$ cat config.mk
export PLATFORM = sky130hd
export DESIGN_NAME = tgl_mul
export DESIGN_NICKNAME = d
export VERILOG_FILES = /design/src/rtl/tgl_pkg.sv /design/src/rtl/tgl_mul.sv
export SDC_FILE = /design/constraint.sdc
export NUM_CORES = 2
export LEC_CHECK = 0
export ABC_AREA = 0
export BUFFER_PORTS_ARGS = -buffer_cell sky130_fd_sc_hd__buf_2
export CAP_MARGIN = 20
export CORE_ASPECT_RATIO = 0.5
export CORE_UTILIZATION = 50
export DETAILED_ROUTE_END_ITERATION = 12
export PLACE_DENSITY = 0.69
export SLEW_MARGIN = 40
export SYNTH_ARGS = -nofsm -noshare
export SYNTH_HDL_FRONTEND = slang
export SYNTH_SLANG_ARGS = --single-unit
$ cat constraint.sdc
create_clock -name aclk -period 7 [get_ports aclk]
set_input_delay 0.7 -clock aclk [delete_from_list [all_inputs] [get_ports aclk]]
set_output_delay 0.7 -clock aclk [all_outputs]
set_load 0.01 [all_outputs]
$ cat src/rtl/tgl_pkg.sv
// tgl_pkg: shared constants and types for the trilinear grid lookup.
// No dependencies; imported by every module in rtl/.
package tgl_pkg;

    // Grid geometry
    localparam int SIDE_MAX    = 32;
    localparam int SIDE_W      = 6;
    localparam int CELL_W      = $clog2(SIDE_MAX);
    localparam int ADDR_W      = 3 * CELL_W;

    // Number formats
    localparam int SAMPLE_W    = 32;
    localparam int FRAC_BITS   = 12;
    localparam int POS_W       = 24;
    localparam int STEP_W      = 24;
    localparam int SUM_W       = POS_W + 1;
    localparam int PROD_SHIFT  = 32;
    localparam int COORD_SHIFT = PROD_SHIFT - FRAC_BITS;
    localparam int CIDX_W      = SUM_W + STEP_W - PROD_SHIFT;

    // Shared multiplier operands
    localparam int MUL_A_W     = SAMPLE_W + 1;
    localparam int MUL_B_W     = STEP_W + 1;
    localparam int PROD_W      = MUL_A_W + MUL_B_W;

    // Configuration port
    localparam int CFG_IDX_W   = 2;
    localparam int CFG_DATA_W  = 24;
    localparam logic [CFG_IDX_W-1:0] REG_OFFSET   = 2'd0;
    localparam logic [CFG_IDX_W-1:0] REG_INV_STEP = 2'd1;
    localparam logic [CFG_IDX_W-1:0] REG_SIDE     = 2'd2;

    // Request codes
    localparam logic OP_WRITE = 1'b0;
    localparam logic OP_QUERY = 1'b1;

    typedef struct packed {
        logic                       en;
        logic [ADDR_W-1:0]          addr;
        logic signed [SAMPLE_W-1:0] data;
    } tgl_wr_t;

endpackage

$ cat src/rtl/tgl_mul.sv
// tgl_mul: shared signed multiplier with a registered product.
// Depends on tgl_pkg for operand widths.
module tgl_mul import tgl_pkg::*; (
    input  logic                      aclk,
    input  logic signed [MUL_A_W-1:0] mul_a,
    input  logic signed [MUL_B_W-1:0] mul_b,
    output logic signed [PROD_W-1:0]  prod
);

    logic signed [PROD_W-1:0] prod_reg;

    always_ff @(posedge aclk) begin
        prod_reg <= mul_a * mul_b;
    end

    assign prod = prod_reg;

endmodule

==> results.sh <==
export IMPL_largest_reg_flops=58
export IMPL_max_stage_delay_ns=0.58
export IMPL_hold_viol_final=0
export IMPL_drtIter0Drc=1514
export IMPL_yosysTopAreaCell="fa_1"
export IMPL_slew_headroom=0.573
export IMPL_synth_edf_count=0
export IMPL_crit_slowest_cell="fa_1"
export IMPL_gr_total_overflow=0
export IMPL_crit_buf_inv=7
export IMPL_fmax_mhz=146
export IMPL_critPathMaxFanout=9
export IMPL_min_from="mul_a[0]"
export IMPL_multi_input_area_um2=25600
export IMPL_htreeDepth=3
export IMPL_wl_per_cell_um=17.4
export IMPL_core_um2=59400
export IMPL_synth_top_area_frac=0.558
export IMPL_whs_endpoint="prod[0]"
export IMPL_port_buffers=116
export IMPL_ant_nets=0
export IMPL_critPathTopFamily="adder cells"
export IMPL_initial_core_util=0.508
export IMPL_vias_per_cell=5.16
export IMPL_syn_nets=4266
export IMPL_grt_pass1_vias=24800
export IMPL_grt_pass1_wl_um=125000
export IMPL_dr_pass1_iters=5
export IMPL_track_usage=0.262
export IMPL_core_rowCount=63
export IMPL_syn_area_per_cell_um2=9.42
export IMPL_utilization=0.581
export IMPL_clock_path_buffers=2
export IMPL_antenna_found_initial=5
export IMPL_rsz0062_at_grt="true"
export IMPL_cap_violations=0
export IMPL_grt_max_degree=34
export IMPL_ys_ff_latch=58
export IMPL_yosysSeqAreaShare=0.0384
export IMPL_report_final_slew_viol_count=0
export IMPL_ys_top_cells_by_area="fa_1 56%, inv_1 9.8%, and2_1 8.5%, ha_1 6.5%, nand2_1 5.2%"
export IMPL_drc=0
export IMPL_ys_flop_type="dfxtp_1"
export IMPL_required_ns=7.29
export IMPL_setup_viol=0
export IMPL_post_route_min_period_ns=6.85
export IMPL_hold_class="in2reg"
export IMPL_cp_arrival_ns=7.13
export IMPL_syn_inst=3208
export IMPL_synthToLayoutAreaGrowth_pct=14.3
export IMPL_holdPathStages=3
export IMPL_numCtsBuffers=9
export IMPL_vias=22400
export IMPL_syn_cell_area_um2=30200
export IMPL_async_reset_ff_frac=0
export IMPL_io_pins=117
export IMPL_critical_path_class="in2reg"
export IMPL_crit_top_cell="fa_1"
export IMPL_clk_pin_slew_ns=0.07
export IMPL_drive_above_1_share=0.145
export IMPL_die_area_um2=61500
export IMPL_cts_root_buffer="clkbuf_16"
export IMPL_yosysWarnings=0
export IMPL_hold_buffers=0
export IMPL_cts_sinks=58
export IMPL_cts_tree="done"
export IMPL_wirelength_um=75700
export IMPL_synth_cell_types=60
export IMPL_period_share=0.978
export IMPL_seqCellArea_um2=1160
export IMPL_chipHeight_um=176
export IMPL_nets=4579
export IMPL_die_w_um=350
export IMPL_worst_pin_slew_ns=0.640
export IMPL_critPathCaptureType="flip-flop"
export IMPL_fillers=5224
export IMPL_outcome="finished, final reports clean"
export IMPL_place_hpwl_um=66600
export IMPL_gp_congestion=0.923
export IMPL_start_kind="input pin"
## timing repair
action / 4_1_cts / 5_1_grt
gates resized for setup: 4 / 34
setup buffers: 0 / 3
pin swaps: 0 / 20
setup endpoints to repair: 3 / 17
## layout by cell type (no fill, tap or decap), types with 16 or more instances in the layout
master	netlist	layout
fa_1	842	838
nand2_1	416	415
nor2_1	57	57
a21o_1	34	34
and2_1	409	408
ha_1	157	155
buf_4	1	314
xnor2_1	44	44
dfxtp_1	58	58
a21oi_1	51	46
inv_1	785	784
buf_12	0	27
buf_2	3	112
o21ai_0	28	23
nand3_1	16	16
## worst min-delay path, cell delays in order
cell and delay, ns:
buf_2 0.16, buf_12 0.18, and2_1 0.16
## Yosys cell counts (all sizes together) (8+ instances only)
cell type / count
clkbuf: 153
nand3: 16
nand2b: 11
nand2: 416
a211oi: 9
xor2: 15
nand4: 15
a21oi: 51
o21ai: 32
nor2: 57
dfxtp: 58
o21bai: 15
xnor2: 44
inv: 785
fa: 842
a31oi: 12
and2: 410
o211ai: 9
a21o: 36
and3: 8
ha: 157
## metal layers
| metal | part of all wire | vias to the layer above | global-route usage |
|---|---|---|---|
| li1 | - | 9862 | - |
| met4 | 0.037 | 0 | 0.0879 |
| met5 | 0 | - | 0 |
| met1 | 0.38 | 11700 | 0.325 |
| met2 | 0.53 | 692 | 0.476 |
| met3 | 0.051 | 136 | 0.0313 |
## per-stage QoR
stage               cells  setup WS [ns]  setup TNS, ns  cell area, um^2  hold slack, ns
floorplan            3208         0.0350              0            30200           0.827
global placement     4319         -0.464          -3.96            34000            1.09
detailed placement   4319         -0.612          -5.43            34000            1.09
CTS                  4335         0.0275              0            34400           0.870
global route         4343        -0.0563        -0.0989            34500           0.883
finish               4343          0.153              0            34500           0.901
## final cells by class
cell class / instances / share of cell area
Inverter: 786 / 0.0855
Sequential cell: 58 / 0.0336
Timing Repair Buffer: 460 / 0.102
Clock buffer: 10 / 0.00692
Clock inverter: 6 / 0.00145
Multi-Input combinational cell: 2206 / 0.741
Tap cell: 812 / 0.0294
Antenna cell: 5 / 0.000362
## kinds of logic after synthesis
group	share of synthesized area
compound gates	0.0442
xor+xnor	0.0171
fa+ha+maj	0.623
buf+inv	0.119
flops	0.0384
simple gates	0.158
## worst max-delay path by stage
stage                     slack, ns  startpoint        to  cells after the start
after global routing          -0.06    mul_b[1]  prod[57]                     25
after floorplan                0.03    mul_b[1]  prod[55]                     25
after CTS                      0.03    mul_b[1]  prod[57]                     25
after detailed placement      -0.61    mul_b[3]  prod[57]                     23
after global placement        -0.46    mul_b[3]  prod[57]                     23
final                          0.15    mul_b[1]  prod[57]                     25
Power is left out: the tool's default activity adds up to more than one toggle a clock period on the data nets, which glitch-free logic cannot reach.
